File: src/rtl/front_middle_back_queue_core_defines.svh
// ----------------------------------------------------------------------------
// Front-middle-back queue assertion macros
// Shared concurrent assertion forms for the queue core, clocked on clk and
// disabled while rst_n is low.
// ----------------------------------------------------------------------------
`ifndef FRONT_MIDDLE_BACK_QUEUE_CORE_DEFINES_SVH
`define FRONT_MIDDLE_BACK_QUEUE_CORE_DEFINES_SVH

// Same-cycle implication.
`define FMBQ_ASSERT_NOW(label, ante, cons, msg) \
  label: assert property (@(posedge clk) disable iff (!rst_n) (ante) |-> (cons)) \
    else $error(msg);

// Next-cycle implication.
`define FMBQ_ASSERT_NEXT(label, ante, cons, msg) \
  label: assert property (@(posedge clk) disable iff (!rst_n) (ante) |=> (cons)) \
    else $error(msg);

`endif

File: src/rtl/fmbq_pkg.sv
// ----------------------------------------------------------------------------
// Front-middle-back queue package
// Sizes, command and status codes, and the shift control word for the cells.
// ----------------------------------------------------------------------------
package fmbq_pkg;

  localparam int DEPTH      = 64;
  localparam int DATA_WIDTH = 32;
  localparam int IN_W       = 32;
  localparam int OUT_W      = 32;
  localparam int OCC_W      = 7;
  localparam int CMD_W      = 3;
  localparam int STAT_W     = 2;
  localparam int POS_W      = $clog2(DEPTH);
  localparam int COUNT_W    = $clog2(DEPTH + 1);

  typedef enum logic [CMD_W-1:0] {
    CMD_PUSH_FRONT  = 3'd0,
    CMD_PUSH_MIDDLE = 3'd1,
    CMD_PUSH_BACK   = 3'd2,
    CMD_POP_FRONT   = 3'd3,
    CMD_POP_MIDDLE  = 3'd4,
    CMD_POP_BACK    = 3'd5
  } fmbq_cmd_t;

  typedef enum logic [STAT_W-1:0] {
    STAT_OK    = 2'd0,
    STAT_EMPTY = 2'd1,
    STAT_FULL  = 2'd2
  } fmbq_stat_t;

  // Shift control broadcast to every cell: insert or remove at pos.
  typedef struct packed {
    logic             ins;
    logic             rem;
    logic [POS_W-1:0] pos;
  } fmbq_shift_t;

endpackage

File: src/rtl/fmbq_ctrl.sv
// ----------------------------------------------------------------------------
// Front-middle-back queue command decoder
// Turns a command and the fill count into a shift, a status and a new count.
// ----------------------------------------------------------------------------
module fmbq_ctrl (
  input  logic                            accept,
  input  logic [fmbq_pkg::CMD_W-1:0]      command,
  input  logic [fmbq_pkg::COUNT_W-1:0]    count,
  output fmbq_pkg::fmbq_shift_t           shift,
  output fmbq_pkg::fmbq_stat_t            status,
  output logic                            is_pop,
  output logic [fmbq_pkg::COUNT_W-1:0]    count_nxt
);
  import fmbq_pkg::*;

  logic                full;
  logic                empty;
  logic [COUNT_W-1:0]  count_m1;

  assign full     = (count == COUNT_W'(DEPTH));
  assign empty    = (count == '0);
  assign count_m1 = count - COUNT_W'(1);

  always_comb begin
    shift     = '0;
    status    = STAT_OK;
    is_pop    = 1'b0;
    count_nxt = count;
    unique case (fmbq_cmd_t'(command)) inside
      CMD_PUSH_FRONT, CMD_PUSH_MIDDLE, CMD_PUSH_BACK: begin
        if (full) begin
          status = STAT_FULL;
        end else begin
          shift.ins = accept;
          if (command == CMD_PUSH_FRONT) begin
            shift.pos = '0;
          end else if (command == CMD_PUSH_MIDDLE) begin
            shift.pos = count[POS_W:1];
          end else begin
            shift.pos = count[POS_W-1:0];
          end
          count_nxt = count + COUNT_W'(1);
        end
      end
      CMD_POP_FRONT, CMD_POP_MIDDLE, CMD_POP_BACK: begin
        if (empty) begin
          status = STAT_EMPTY;
        end else begin
          shift.rem = accept;
          is_pop    = 1'b1;
          if (command == CMD_POP_FRONT) begin
            shift.pos = '0;
          end else if (command == CMD_POP_MIDDLE) begin
            shift.pos = count_m1[POS_W:1];
          end else begin
            shift.pos = count_m1[POS_W-1:0];
          end
          count_nxt = count_m1;
        end
      end
      default: begin
        // Unused command codes leave the queue alone and report ok.
        status = STAT_OK;
      end
    endcase
  end

endmodule

File: config.mk
export PLATFORM = sky130hd
export DESIGN_NAME = fmbq_ctrl
export DESIGN_NICKNAME = d
export VERILOG_FILES = /design/src/rtl/front_middle_back_queue_core_defines.svh /design/src/rtl/fmbq_pkg.sv /design/src/rtl/fmbq_ctrl.sv
export SDC_FILE = /design/constraint.sdc
export NUM_CORES = 1
export LEC_CHECK = 0
export BUFFER_PORTS_ARGS = -buffer_cell sky130_fd_sc_hd__buf_2
export CORE_ASPECT_RATIO = 0.9
export CORE_MARGIN = 1
export CORE_UTILIZATION = 40
export DETAILED_ROUTE_END_ITERATION = 7
export PLACE_DENSITY = 0.72
export SLEW_MARGIN = 0
export SYNTH_ARGS = -nofsm -noshare
export SYNTH_HDL_FRONTEND = slang
export SYNTH_SLANG_ARGS = --single-unit
export TNS_END_PERCENT = 1
File: constraint.sdc
create_clock -name vclk -period 1.57
set_clock_uncertainty 0.05 [all_clocks]
set_input_delay 0.0785 -clock vclk [all_inputs]
set_output_delay 0.0785 -clock vclk [all_outputs]
set_load 0.005 [all_outputs]
==> impl_metrics.tcl <==
set metrics [dict create \
    status "finished, violations left" \
    violations "setup timing" \
    hold_ws_ns 0.434 \
    synth_top_area_share_pct 6.60 \
    die_y_um 43.3 \
    post-route-drc-count 0 \
    vias_per_cell 5.85 \
    finalSetupViolCount 14 \
    syn_nets 135 \
    fmax_ghz 0.580 \
    tightestPinTransition_ns 0.435 \
    setup_ws_ns -0.154 \
    io_buffer_count 29 \
    seqCellArea_sq_um 0 \
    vdd_ir_drop_max_mv 0.151 \
    grtUsageTotal_pct 29.1 \
    grt_pass1_vias 1040 \
    fin_cells 193 \
    synth.most_common_cell "nor2_1" \
    yosysUniqueCellTypes 42 \
    relSlewSlack_pct 70.9 \
    initialDrtViolationCount 34 \
    syn_avg_cell_area_sq_um 6.27 \
    ys_seq_area_share_pct 0 \
    synthTopCellsByArea "o22ai_1 6.6%, a22oi_1 5.9%, xor2_1 5.8%, nor2_1 5.4%, a21oi_1 5.3%" \
    netlist_area_sq_um 758 \
    grt-ovfl-total 0 \
    drive_gt1_share_pct 45.6 \
    dp_hpwl_um 2130 \
    netlist_instances 121 \
    worstPathRequired_ns 1.44 \
    fin_setup_tns_ns -1.28 \
    report.final.hold_viol_count 0 \
    maxCapViolCount 0 \
    fin_area_sq_mm 0.00114 \
    n_antenna_cell 0 \
    initial_core_util_pct 44.2 \
    core_area_sq_mm 0.00172 \
    area.growth.synth_to_final_pct 50.7 \
    cp.arrival_ns 1.60 \
    hold_class "primary input to output port" \
    critPathCaptureType "output port" \
    rsz0062_at_grt "yes" \
    place_inst 193 \
    die-area_sq_mm 0.00207 \
    path_max_fanout 6 \
    antenna_found_initial 0 \
    grt_max_degree 13 \
    p_leak_nw 0.540 \
    seq_cells 0 \
    period_share_pct 110 \
    dieWidth_um 47.9 \
    yosys_warnings 0 \
    yosysTopAreaCell "o22ai_1" \
    rows 14 \
    layout.nets 185 \
    min_period_ns 1.72 \
    ctsHoldBuffers 0 \
    n_clock_buffer 0 \
    powerDensity_mw_per_mm2 287 \
    utilization_pct 66.5 \
    dr.pass1.iters 4 \
    synth_top_cells_by_count "11 x nor2_1, 9 x nand2_1, 8 x a21oi_1, 8 x o22ai_1, 7 x o21ai_0" \
    place_congestion 0.877 \
    ios 29 \
    drtAntennaViolNets 0 \
    place_area_sq_mm 0.00109 \
    critPathKind "primary input to output port" \
    wl_um 2760 \
    num_vias 1130 \
    drv_slew 0 \
    wl_per_cell_um 14.3 \
    start_kind "primary input" \
    grt_first_pass_wirelength_um 4560 \
]
[area by class of cell]
class	instances	area, sq um
repair buffers	59	383
fillers	174	574
well taps	24	30.0
inverters	6	22.5
multi-input cells	104	707
[power by group]
| part | internal (mW) | switching [mW] |
|---|---|---|
| registers | 0 | 0 |
| logic | 0.162 | 0.166 |
| clock network | 0 | 0 |
[worst max-delay path, cell delays in order]
cell     delay, ns
buf_6         0.09
or4_4         0.57
or2_4         0.31
nand2_2       0.08
inv_2         0.05
a221o_1       0.30
buf_2         0.12
[through the flow]
step	setup slack (ns)	power [mW]
5_1_grt	-0.208	0.359
3_5_place_dp	-0.228	0.310
6_report	-0.154	0.328
2_1_floorplan	-0.0496	0.176
4_1_cts	-0.135	0.317
3_3_place_gp	-0.203	0.301
[cell families after synthesis]
group | Yosys count | synth area share [%]
simple gates | 48 | 33.3
compound gates | 44 | 38.8
buf+inv | 17 | 12.0
xor+xnor | 7 | 8.09
fa+ha+maj | 3 | 4.95
mux | 2 | 2.81
[layout by cell type (no fill, tap or decap), drive strengths merged, types with 4 or more instances in the layout]
master / synthesis / routed
o22ai: 8 / 8
inv: 6 / 6
buf: 6 / 59
nor2: 11 / 11
xor2: 5 / 5
and3: 6 / 6
nand2: 10 / 10
o21ai: 10 / 10
nand3: 6 / 6
nor3: 4 / 4
a22oi: 6 / 6
a21oi: 8 / 8
[timing repair]
action | 4_1_cts | 5_1_grt
endpoints found under the hold margin | 0 | 0
endpoints found under the setup margin | 15 | 15
pin swaps | 2 | 3
gates resized for setup | 6 | 7
buffers inserted | 0 | 0
[routing by layer]
metal | GRT usage [%] | vias to the layer above | share of wire (%)
met2 | 49.7 | 44 | 50
li1 | - | 545 | -
met1 | 40.3 | 537 | 43
met5 | 0 | - | 0
met4 | 3.33 | 0 | 0.83
met3 | 1.70 | 4 | 5.7
[final timing paths]
check	from	endpoint	slack [ns]	cells after the start
max	count[3]	count_nxt[4]	-0.15	7
min	accept	shift[6]	0.43	3
Note: power is estimated with default switching activity, not from simulation.
