File: src/rtl/front_middle_back_queue_core_defines.svh
// ----------------------------------------------------------------------------
// Front-middle-back queue assertion macros
// Shared concurrent assertion forms for the queue core, clocked on clk and
// disabled while rst_n is low.
// ----------------------------------------------------------------------------
`ifndef FRONT_MIDDLE_BACK_QUEUE_CORE_DEFINES_SVH
`define FRONT_MIDDLE_BACK_QUEUE_CORE_DEFINES_SVH

// Same-cycle implication.
`define FMBQ_ASSERT_NOW(label, ante, cons, msg) \
  label: assert property (@(posedge clk) disable iff (!rst_n) (ante) |-> (cons)) \
    else $error(msg);

// Next-cycle implication.
`define FMBQ_ASSERT_NEXT(label, ante, cons, msg) \
  label: assert property (@(posedge clk) disable iff (!rst_n) (ante) |=> (cons)) \
    else $error(msg);

`endif

File: src/rtl/fmbq_pkg.sv
// ----------------------------------------------------------------------------
// Front-middle-back queue package
// Sizes, command and status codes, and the shift control word for the cells.
// ----------------------------------------------------------------------------
package fmbq_pkg;

  localparam int DEPTH      = 64;
  localparam int DATA_WIDTH = 32;
  localparam int IN_W       = 32;
  localparam int OUT_W      = 32;
  localparam int OCC_W      = 7;
  localparam int CMD_W      = 3;
  localparam int STAT_W     = 2;
  localparam int POS_W      = $clog2(DEPTH);
  localparam int COUNT_W    = $clog2(DEPTH + 1);

  typedef enum logic [CMD_W-1:0] {
    CMD_PUSH_FRONT  = 3'd0,
    CMD_PUSH_MIDDLE = 3'd1,
    CMD_PUSH_BACK   = 3'd2,
    CMD_POP_FRONT   = 3'd3,
    CMD_POP_MIDDLE  = 3'd4,
    CMD_POP_BACK    = 3'd5
  } fmbq_cmd_t;

  typedef enum logic [STAT_W-1:0] {
    STAT_OK    = 2'd0,
    STAT_EMPTY = 2'd1,
    STAT_FULL  = 2'd2
  } fmbq_stat_t;

  // Shift control broadcast to every cell: insert or remove at pos.
  typedef struct packed {
    logic             ins;
    logic             rem;
    logic [POS_W-1:0] pos;
  } fmbq_shift_t;

endpackage

File: src/rtl/fmbq_cell.sv
// ----------------------------------------------------------------------------
// Front-middle-back queue cell
// Holds one word; on a shift it takes a neighbor's word or the pushed word.
// ----------------------------------------------------------------------------
module fmbq_cell (
  input  logic                               clk,
  input  logic [fmbq_pkg::POS_W-1:0]         cell_idx,
  input  fmbq_pkg::fmbq_shift_t              shift,
  input  logic [fmbq_pkg::DATA_WIDTH-1:0]    push_word,
  input  logic [fmbq_pkg::DATA_WIDTH-1:0]    prev_word,
  input  logic [fmbq_pkg::DATA_WIDTH-1:0]    next_word,
  output logic [fmbq_pkg::DATA_WIDTH-1:0]    word_q
);
  import fmbq_pkg::*;

  logic [DATA_WIDTH-1:0] word_r;
  logic [DATA_WIDTH-1:0] word_nxt;

  always_comb begin
    word_nxt = word_r;
    if (shift.ins) begin
      if (cell_idx > shift.pos) begin
        word_nxt = prev_word;
      end else if (cell_idx == shift.pos) begin
        word_nxt = push_word;
      end
    end else if (shift.rem) begin
      if (cell_idx >= shift.pos) begin
        word_nxt = next_word;
      end
    end
  end

  always_ff @(posedge clk) begin
    word_r <= word_nxt;
  end

  assign word_q = word_r;

endmodule

File: config.mk
export PLATFORM = sky130hd
export DESIGN_NAME = fmbq_cell
export DESIGN_NICKNAME = d
export VERILOG_FILES = /design/src/rtl/front_middle_back_queue_core_defines.svh /design/src/rtl/fmbq_pkg.sv /design/src/rtl/fmbq_cell.sv
export SDC_FILE = /design/constraint.sdc
export NUM_CORES = 1
export LEC_CHECK = 0
export BUFFER_PORTS_ARGS = -buffer_cell sky130_fd_sc_hd__buf_2
export CORE_MARGIN = 2
export CORE_UTILIZATION = 36
export DETAILED_ROUTE_END_ITERATION = 8
export GPL_ROUTABILITY_DRIVEN = 0
export PLACE_DENSITY = 0.74
export SETUP_SLACK_MARGIN = 0.15
export SYNTH_ARGS = -nofsm -noshare
export SYNTH_HDL_FRONTEND = slang
export SYNTH_SLANG_ARGS = --single-unit
File: constraint.sdc
create_clock -name clk -period 2.2 [get_ports clk]
set_clock_uncertainty 0.15 [all_clocks]
set_input_delay 0.11 -clock clk [delete_from_list [all_inputs] [get_ports clk]]
set_output_delay 0.11 -clock clk [all_outputs]
set_load 0.02 [all_outputs]
==> key figures, run 1 <==
Setup path
  • Buf/Inv on CP: 2
  • Worst setup EP type: register
  • CP Class: primary input to register
  • Crit path max fanout: 32
  • Slowest Stage Delay on Critical Path: 660 ps
  • Worst path cell trace: buf_2 > inv_1 > ha_1 > nand2_1 > o21a_1 > o21ai_0 > o21a_2
  • WP data required: 1950 ps
  • Crit-path leading delay family: compound AO/OA/AOI/OAI gates
  • Crit path depth: 7
  • CP Launch Type: primary input
  • Arrival time at the worst endpoint: 1720 ps
  • Slowest CP cell: o21a_2

Global routing
  • Initial antenna violation count: 0
  • Number of global-route vias before repair: 1617
  • Largest net degree at the start of global routing: 33
  • First-pass GRT wire length: 6990 um
  • GRT Overall Usage: 0.163
  • Grt total ovfl: 0

Pwr
  • Total power: 1780 uW
  • Pint: 1250 uW
  • Comb pwr share: 0.310
  • Switching Share: 0.297
  • LEAKAGE: 0.00123 uW
  • Seq pwr share: 0.461
  • Cell Pwr Density: 655 nW/um2
  • Peak supply drop: 0.000250 V
  • Clock share of power: 0.229
  • Psw: 529 uW

Route
  • Via density: 4.89
  • Final ANT Viol Nets: 0
  • Routed WL: 5070 um
  • Initial drt markers: 38
  • DR WL/cell: 14.3 um
  • Initial DRT Pass Iterations: 4
  • Routed via count: 1730
  • Drt drc: 0

STA
  • Fmax: 509 MHz
  • Final setup vio count: 0
  • Final WS setup: 236 ps
  • RSZ-0062 raised after global routing: yes
  • Slew Limit Headroom: 0.488
  • Transition time of the tightest slew-check pin: 769 ps
  • Final hold violations: 0
  • Final min period: 1960 ps
  • Final max-slew violation count: 0
  • Final period util: 0.893
  • Hold_ws: 17.7 ps

Floorplanning
  • Initial core utilization: 0.366
  • Die W: 75.6 um
  • Num rows: 26
  • Total core area: 5040 um2
  • Die area: 5720 um2
  • # IOs: 143
  • Chip Height: 75.6 um

Logic synthesis
  • Mean Syn Cell Area: 13.0 um2
  • Post-synth net total: 259
  • Synth async-reset ratio: 0
  • Synth top area share: 0.521
  • Synth top area cells: edfxtp_1 52%, o221a_1 18%, or2_2 11%
  • Most frequent cell after synthesis: edfxtp_1
  • Commonest cells in the netlist: 32 x edfxtp_1, 31 x or2_2, 30 x o221a_1
  • Number of synthesized register bits: 32
  • Distinct cell type count after synthesis: 25
  • Mapped Cells: 142
  • Post-synth EDFFs: 32
  • Predominant post-synthesis flop cell: edfxtp_1
  • Post-Syn Area: 1850 um2
  • Synth warnings: 0
  • Post-synthesis sequential area ratio: 0.521
  • Synth area leader: edfxtp_1

Layout
  • Layout cells sized above 1: 0.662
  • Max FFs per register: 32
  • # diodes: 0
  • Util after Layout: 0.538
  • Fin nets: 401
  • Area Overhead vs Synth: 46.9%
  • Fillers: 466

Outcome
  • Status: finished, final reports clean

Clock tree
  • # Post-CTS Setup Buffers: 0
  • Num Clock Sinks: 32
  • CTS root buf: clkbuf_8
  • Num CTS Buffers: 5
  • CTS tree: yes
  • Reg clk slew, reported paths: 60 ps
  • Htree depth: 2
  • Clock Tree Buf Depth: 2

Flow run
  • Max-cap viol count: 0

Placement
  • Place WS: -131 ps
  • Detailed Place HPWL: 3650 um
  • PortBufs: 142

Min path
  • Tightest Hold Check Type: primary input to register
  • Hold Path Depth: 2
==> final timing paths <==
| check | start | endpoint |
|---|---|---|
| setup / recovery | shift[5] | word_q[25] |
| hold / removal | push_word[14] | word_q[14] |
==> layer usage <==
metal,routed length [um],part of all wire,global-route usage,vias up
met2,2650,0.52,0.300,73
met4,63,0.012,0.0487,0
li1,-,-,-,853
met3,354,0.070,0.0489,7
met5,0,0,0,-
met1,2000,0.39,0.179,797
==> power by group through the flow <==
stage / Clock (uW) / Combinational, uW / Sequential (uW)
after floorplan: 0 / 196 / 964
after CTS: 426 / 544 / 820
after detailed placement: 0 / 544 / 833
after global placement: 0 / 534 / 829
after global routing: 451 / 603 / 832
final: 407 / 551 / 819
==> area by class of cell <==
| cell class | count | area [um2] | share of cell area |
|---|---|---|---|
| clock buffers | 6 | 72.6 | 0.0268 |
| clock inverters | 1 | 5.00 | 0.00185 |
| inverters | 9 | 33.8 | 0.0125 |
| multi-input cells | 93 | 833 | 0.307 |
| flip-flops and latches | 32 | 961 | 0.354 |
| well taps | 70 | 87.6 | 0.0323 |
| repair buffers | 143 | 718 | 0.265 |
==> cells in the final DEF (no fill, tap or decap) <==
cell type,count
a21oi_1,5
a31oi_4,2
o21bai_4,1
nand4_2,1
o221a_1,30
inv_1,9
o21ai_0,1
or2_2,31
clkinv_2,1
nor3_2,1
nor2b_1,1
o21a_2,1
o221a_2,1
o32ai_1,1
nand2b_1,2
ha_1,6
and3_1,1
clkbuf_1,1
nand2_1,2
buf_2,142
o41ai_1,1
clkbuf_8,5
a211o_4,1
edfxtp_1,32
nor3_1,1
nor2_1,1
and3b_1,1
buf_4,1
o21a_1,1
==> kinds of logic after synthesis <==
family,synth area share
AOI/OAI and AO/OA,0.246
and+or+nand+nor,0.142
DFF,0.521
buffers and inverters,0.0508
adders and majority gates,0.0407
==> stage by stage <==
stage,std cells,setup TNS (ps),cell area (um2)
final,354,0,2710
after global routing,354,0,2710
after CTS,353,0,2690
after detailed placement,346,-3500,2610
after global placement,346,-1570,2610
after floorplan,142,0,1850
==> repair_timing <==
item / CTS / global route
setup endpoints to repair: 0 / 31
gates resized for setup: 0 / 2
hold buffers: 0 / 0
Power figures use the tool's default switching activity.
==> run 2, diff against run 1 <==
--- a/config.mk
+++ b/config.mk
@@ -7,10 +7,11 @@
 export LEC_CHECK = 0
 export BUFFER_PORTS_ARGS = -buffer_cell sky130_fd_sc_hd__buf_2
 export CORE_MARGIN = 2
-export CORE_UTILIZATION = 36
+export CORE_UTILIZATION = 40
 export DETAILED_ROUTE_END_ITERATION = 8
 export GPL_ROUTABILITY_DRIVEN = 0
-export PLACE_DENSITY = 0.74
+export MAX_ROUTING_LAYER = met4
+export PLACE_DENSITY = 0.78
 export SETUP_SLACK_MARGIN = 0.15
 export SYNTH_ARGS = -nofsm -noshare
 export SYNTH_HDL_FRONTEND = slang
==> constraint.sdc (replaced) <==
create_clock -name clk -period 2 [get_ports clk]
set_clock_uncertainty 0.15 [all_clocks]
set_input_delay 0.1 -clock clk [delete_from_list [all_inputs] [get_ports clk]]
set_output_delay 0.1 -clock clk [all_outputs]
set_load 0.02 [all_outputs]
==> run 2 against run 1 <==
Net effect: via count up 4.4%; design area up 5.1%; first-iteration DRC count up 55%; critical path depth unchanged; clock power up 45%; worst hold slack worse by 6.2 ps; power up 20%; combinational power up 18%.
==> key figures, run 2 (synthesized netlist as in run 1, its figures left out) <==
Layout
  • Fin nets: 413 (was 401)
  • Fillers: 369 (was 466)
  • Multi-input gate area: 816 um2 (was 833 um2)
  • Post-route cell area: 2850 um2 (was 2710 um2)
  • Layout cells sized above 1: 0.663 (was 0.662)
  • Max FFs per register: 32 (unchanged)
  • Area Overhead vs Synth: 54.4% (was 46.9%)
  • Most common cell after layout, fill and taps aside: buf_2 (unchanged)
  • FF/Latch Area: 961 um2 (unchanged)
  • Final cell count without fillers: 349 (was 354)
  • # diodes: 0 (unchanged)
  • Util after Layout: 0.645 (was 0.538)
  • Commonest non-fill, non-tap cells in the layout: 142 x buf_2, 32 x edfxtp_1, 31 x or2_2 (unchanged)

Route
  • Final ANT Viol Nets: 0 (unchanged)
  • Routed WL: 5170 um (was 5070 um)
  • Initial drt markers: 59 (was 38)
  • Via density: 5.17 (was 4.89)
  • Routed via count: 1806 (was 1730)
  • DR WL/cell: 14.8 um (was 14.3 um)
  • Drt drc: 0 (unchanged)
  • Initial DRT Pass Iterations: 4 (unchanged)

STA
  • Transition time of the tightest slew-check pin: 460 ps (was 769 ps)
  • Slew Limit Headroom: 0.692 (was 0.488)
  • Final max-slew violation count: 0 (unchanged)
  • Fmax: 571 MHz
  • Final period util: 0.876
  • Final hold violations: 0 (unchanged)
  • Hold_ws: 11.5 ps (was 17.7 ps)
  • Final setup vio count: 0 (unchanged)
  • RSZ-0062 raised after global routing: no (was yes)
  • Final min period: 1750 ps

Global routing
  • Number of global-route vias before repair: 1774 (was 1617)
  • Grt total ovfl: 0 (unchanged)
  • First-pass GRT wire length: 7990 um (was 6990 um)
  • GRT Overall Usage: 0.206 (was 0.163)
  • Initial antenna violation count: 0 (unchanged)
  • Largest net degree at the start of global routing: 32 (was 33)

Floorplanning
  • Die area: 5170 um2 (was 5720 um2)
  • Total core area: 4410 um2 (was 5040 um2)
  • Chip Height: 71.9 um (was 75.6 um)
  • Num rows: 24 (was 26)
  • Initial core utilization: 0.418 (was 0.366)
  • # IOs: 143 (unchanged)
  • Die W: 71.9 um (was 75.6 um)

Setup path
  • Buf/Inv on CP: 2 (unchanged)
  • Worst Setup SP: shift[5] (unchanged)
  • Slowest CP cell: a211o_4 (was o21a_2)
  • CP Class: primary input to register (unchanged)
  • Worst setup EP type: register (unchanged)
  • Arrival time at the worst endpoint: 1630 ps (was 1720 ps)
  • Crit-path leading delay family: compound AO/OA/AOI/OAI gates (unchanged)
  • Slowest Stage Delay on Critical Path: 490 ps (was 660 ps)
  • WP data required: 1880 ps (was 1950 ps)
  • Crit path max fanout: 31 (was 32)
  • CP Launch Type: primary input (unchanged)
  • Worst path cell trace: buf_2 > inv_1 > ha_1 > nand2_1 > o21a_1 > a211o_4 > o221a_2 (was buf_2 > inv_1 > ha_1 > nand2_1 > o21a_1 > o21ai_0 > o21a_2)

Clock tree
  • Htree depth: 2 (unchanged)
  • Num Clock Sinks: 32 (unchanged)
  • CTS root buf: clkbuf_8 (unchanged)
  • # Post-CTS Setup Buffers: 0 (unchanged)
  • Num CTS Buffers: 5 (unchanged)
  • CTS tree: yes (unchanged)
  • Reg clk slew, reported paths: 70 ps (was 60 ps)
  • Clock Tree Buf Depth: 2 (unchanged)

Pwr
  • Total power: 2140 uW (was 1780 uW)
  • Pint: 1550 uW (was 1250 uW)
  • Comb pwr share: 0.304 (was 0.310)
  • Peak supply drop: 0.000428 V (was 0.000250 V)
  • Clock share of power: 0.276 (was 0.229)
  • Seq pwr share: 0.420 (was 0.461)
  • Psw: 591 uW (was 529 uW)
  • LEAKAGE: 0.00131 uW (was 0.00123 uW)
  • Cell Pwr Density: 750 nW/um2 (was 655 nW/um2)
  • Switching Share: 0.277 (was 0.297)

Outcome
  • Status: finished, final reports clean (unchanged)

Placement
  • Detailed Place HPWL: 4040 um (was 3650 um)
  • Placed insts: 336 (was 346)
  • Post-DP Area: 2690 um2 (was 2610 um2)
  • PortBufs: 142 (unchanged)

Min path
  • Tightest Hold Check Type: primary input to register (unchanged)
  • Hold path start: push_word[5] (was push_word[14])

Flow run
  • Max-cap viol count: 0 (unchanged)
==> run 2: cell count changes in the layout (fill, tap and decap cells not counted) <==
cell / change
buf_4: +5
dlygate4sd3_1: +5
buf_12: +3
a31oi_4: -2
a31oi_2: +1
bufinv_16: +1
ha_1: -1
ha_4: +1
==> run 2: what timing repair did <==
action / in CTS / in global routing
gates resized for setup: 0 / 1
endpoints found under the setup margin: 0 / 3
endpoints found under the hold margin: 4 / 1
hold buffers: 4 / 1
==> run 2: per-stage QoR <==
step,setup TNS [ps],worst slack [ps]
final,0,248
after global routing,0,174
after CTS,0,244
after detailed placement,-809,-47.7
after global placement,-8.46,-8.46
after floorplan,0,153
==> run 2: layout make-up <==
cell class / instances / share of cell area
well taps: 52 / 0.0228
flip-flops and latches: 32 / 0.337
clock buffers: 6 / 0.0255
inverters: 9 / 0.0119
clock inverters: 2 / 0.0123
multi-input cells: 92 / 0.286
repair buffers: 156 / 0.304
==> run 2: layer usage <==
| metal | vias to the layer above | routed length [um] | track usage |
|---|---|---|---|
| met5 | - | 0 | - |
| met3 | 25 | 355 | 0.0431 |
| met4 | 0 | 227 | 0.107 |
| li1 | 874 | - | - |
| met1 | 810 | 1960 | 0.222 |
| met2 | 97 | 2630 | 0.356 |
==> run 2: path summary, 6_finish.rpt <==
path                endpoint  depth (start not counted)
setup / recovery  word_q[31]                          7
hold / removal     word_q[5]                          2
==> run 2: power by group through the flow <==
| stage | Sequential, uW | Clock (uW) | Combinational (uW) |
|---|---|---|---|
| floorplan | 1060 | 0 | 218 |
| global placement | 911 | 0 | 635 |
| detailed placement | 912 | 0 | 646 |
| CTS | 898 | 606 | 654 |
| global route | 907 | 630 | 699 |
| finish | 897 | 589 | 650 |
==> run 3, diff against run 2 <==
--- a/config.mk
+++ b/config.mk
@@ -6,7 +6,7 @@
 export NUM_CORES = 1
 export LEC_CHECK = 0
 export BUFFER_PORTS_ARGS = -buffer_cell sky130_fd_sc_hd__buf_2
-export CORE_MARGIN = 2
+export CORE_MARGIN = 3
 export CORE_UTILIZATION = 40
 export DETAILED_ROUTE_END_ITERATION = 8
 export GPL_ROUTABILITY_DRIVEN = 0
==> run 3 against run 2 <==
Net effect: first-iteration DRC count is 42% higher; routed wire length grew 0.95%; non-clock buffer count rose by 1; sequential power rose by 0.4%; worst hold slack worse by 4.6 ps; global-route usage down 1.3 points; design area down 0.40%; via count fell by 2.8%; core utilization fell by 0.26 points; highest routed layer unchanged.
==> key figures, run 3 (synthesized netlist as in run 1, its figures left out) <==
Global routing
  • Largest net degree at the start of global routing: 32 (unchanged)
  • Number of global-route vias before repair: 1693 (was 1774)
  • GRT Overall Usage: 0.193 (was 0.206)
  • First-pass GRT wire length: 7680 um (was 7990 um)
  • Grt total ovfl: 0 (unchanged)
  • Initial antenna violation count: 0 (unchanged)

Setup path
  • Buf/Inv on CP: 2 (unchanged)
  • Worst setup EP type: register (unchanged)
  • Slowest CP cell: a211o_4 (unchanged)
  • Arrival time at the worst endpoint: 1610 ps (was 1630 ps)
  • CP Class: primary input to register (unchanged)
  • Slowest Stage Delay on Critical Path: 470 ps (was 490 ps)
  • Crit path max fanout: 31 (unchanged)
  • Crit-path leading delay family: compound AO/OA/AOI/OAI gates (unchanged)
  • CP Launch Type: primary input (unchanged)
  • WP data required: 1890 ps (was 1880 ps)
  • Worst path cell trace: buf_2 > inv_1 > ha_1 > nand4_2 > o21bai_4 > a211o_4 > o221a_2 (was buf_2 > inv_1 > ha_1 > nand2_1 > o21a_1 > a211o_4 > o221a_2)

Pwr
  • Psw: 601 uW (was 591 uW)
  • Total power: 2130 uW (was 2140 uW)
  • Switching Share: 0.281 (was 0.277)
  • LEAKAGE: 0.00130 uW (was 0.00131 uW)
  • Comb pwr share: 0.300 (was 0.304)
  • Peak supply drop: 0.000335 V (was 0.000428 V)
  • Seq pwr share: 0.422 (was 0.420)
  • Cell Pwr Density: 752 nW/um2 (was 750 nW/um2)
  • Clock share of power: 0.278 (was 0.276)
  • Pint: 1530 uW (was 1550 uW)

Clock tree
  • Clock Tree Buf Depth: 2 (unchanged)
  • Htree depth: 2 (unchanged)
  • Reg clk slew, reported paths: 70 ps (about the same)
  • Num CTS Buffers: 5 (unchanged)
  • Post-CTS Resized: 0 (unchanged)
  • # Post-CTS Setup Buffers: 0 (unchanged)
  • CTS tree: yes (unchanged)
  • Num Clock Sinks: 32 (unchanged)
  • CTS root buf: clkbuf_8 (unchanged)
  • # hold bufs at CTS: 5 (was 4)

STA
  • RSZ-0062 raised after global routing: no (unchanged)
  • Hold_ws: 6.90 ps (was 11.5 ps)
  • Transition time of the tightest slew-check pin: 336 ps (was 460 ps)
  • Final max-slew violation count: 0 (unchanged)
  • Final setup vio count: 0 (unchanged)
  • Final period util: 0.861 (was 0.876)
  • Final hold violations: 0 (unchanged)
  • Final min period: 1720 ps (was 1750 ps)
  • Slew Limit Headroom: 0.776 (was 0.692)
  • Fmax: 581 MHz (was 571 MHz)

Route
  • Drt drc: 0 (unchanged)
  • Initial DRT Pass Iterations: 5 (was 4)
  • Routed WL: 5220 um (was 5170 um)
  • Via density: 5.01 (was 5.17)
  • Initial drt markers: 84 (was 59)
  • DR WL/cell: 14.9 um (was 14.8 um)
  • Routed via count: 1755 (was 1806)
  • Final ANT Viol Nets: 0 (unchanged)

Layout
  • Final cell count without fillers: 350 (was 349)
  • Fin nets: 414 (was 413)
  • Util after Layout: 0.643 (was 0.645)
  • Max FFs per register: 32 (unchanged)
  • # diodes: 0 (unchanged)
  • Commonest non-fill, non-tap cells in the layout: 142 x buf_2, 32 x edfxtp_1, 31 x or2_2 (unchanged)
  • Area Overhead vs Synth: 53.8% (was 54.4%)
  • Most common cell after layout, fill and taps aside: buf_2 (unchanged)
  • Layout cells sized above 1: 0.658 (was 0.663)

Floorplanning
  • Initial core utilization: 0.418 (unchanged)
  • Die W: 73.9 um (was 71.9 um)
  • Total core area: 4410 um2 (unchanged)
  • Num rows: 24 (unchanged)
  • Chip Height: 73.9 um (was 71.9 um)
  • Die area: 5460 um2 (was 5170 um2)
  • # IOs: 143 (unchanged)

Placement
  • Detailed Place HPWL: 4210 um (was 4040 um)
  • Placed insts: 337 (was 336)
  • PortBufs: 142 (unchanged)

Flow run
  • Max-cap viol count: 0 (unchanged)

Outcome
  • Status: finished, final reports clean (unchanged)

Min path
  • Tightest Hold Check Type: primary input to register (unchanged)
run 3: final timing paths:
check	depth (start not counted)	slack [ps]	from	endpoint
setup / recovery	7	280	shift[5]	word_q[31]
hold / removal	2	7	push_word[14]	word_q[14]
run 3: stage by stage:
step                setup TNS [ps]  cell area (um2)  setup WS [ps]
global placement                 0             2680           17.0
finish                           0             2840            278
detailed placement           -89.4             2680          -25.2
global route                     0             2840            202
floorplan                        0             1860            153
CTS                              0             2840            275
run 3: final cells by class:
class                           instances  area, um2
Fill cell                             367       1580
Tap cell                               52       65.1
Inverter                                9       33.8
Clock buffer                            5       68.8
Timing Repair Buffer                  157        861
Clock inverter                          3       37.5
Sequential cell                        32        961
Multi-Input combinational cell         92        811
run 3: layer usage:
metal	vias to the layer above	global-route usage	wire length (um)
li1	875	-	-
met3	11	0.0465	447
met1	785	0.213	1960
met2	84	0.335	2700
met5	-	-	0
met4	0	0.0684	109
run 3: power groups by stage:
stage	Clock [uW]	Combinational, uW	Sequential (uW)
after detailed placement	0	642	918
final	593	641	901
after CTS	604	651	904
after global placement	0	630	911
after global routing	633	697	913
after floorplan	0	218	1060
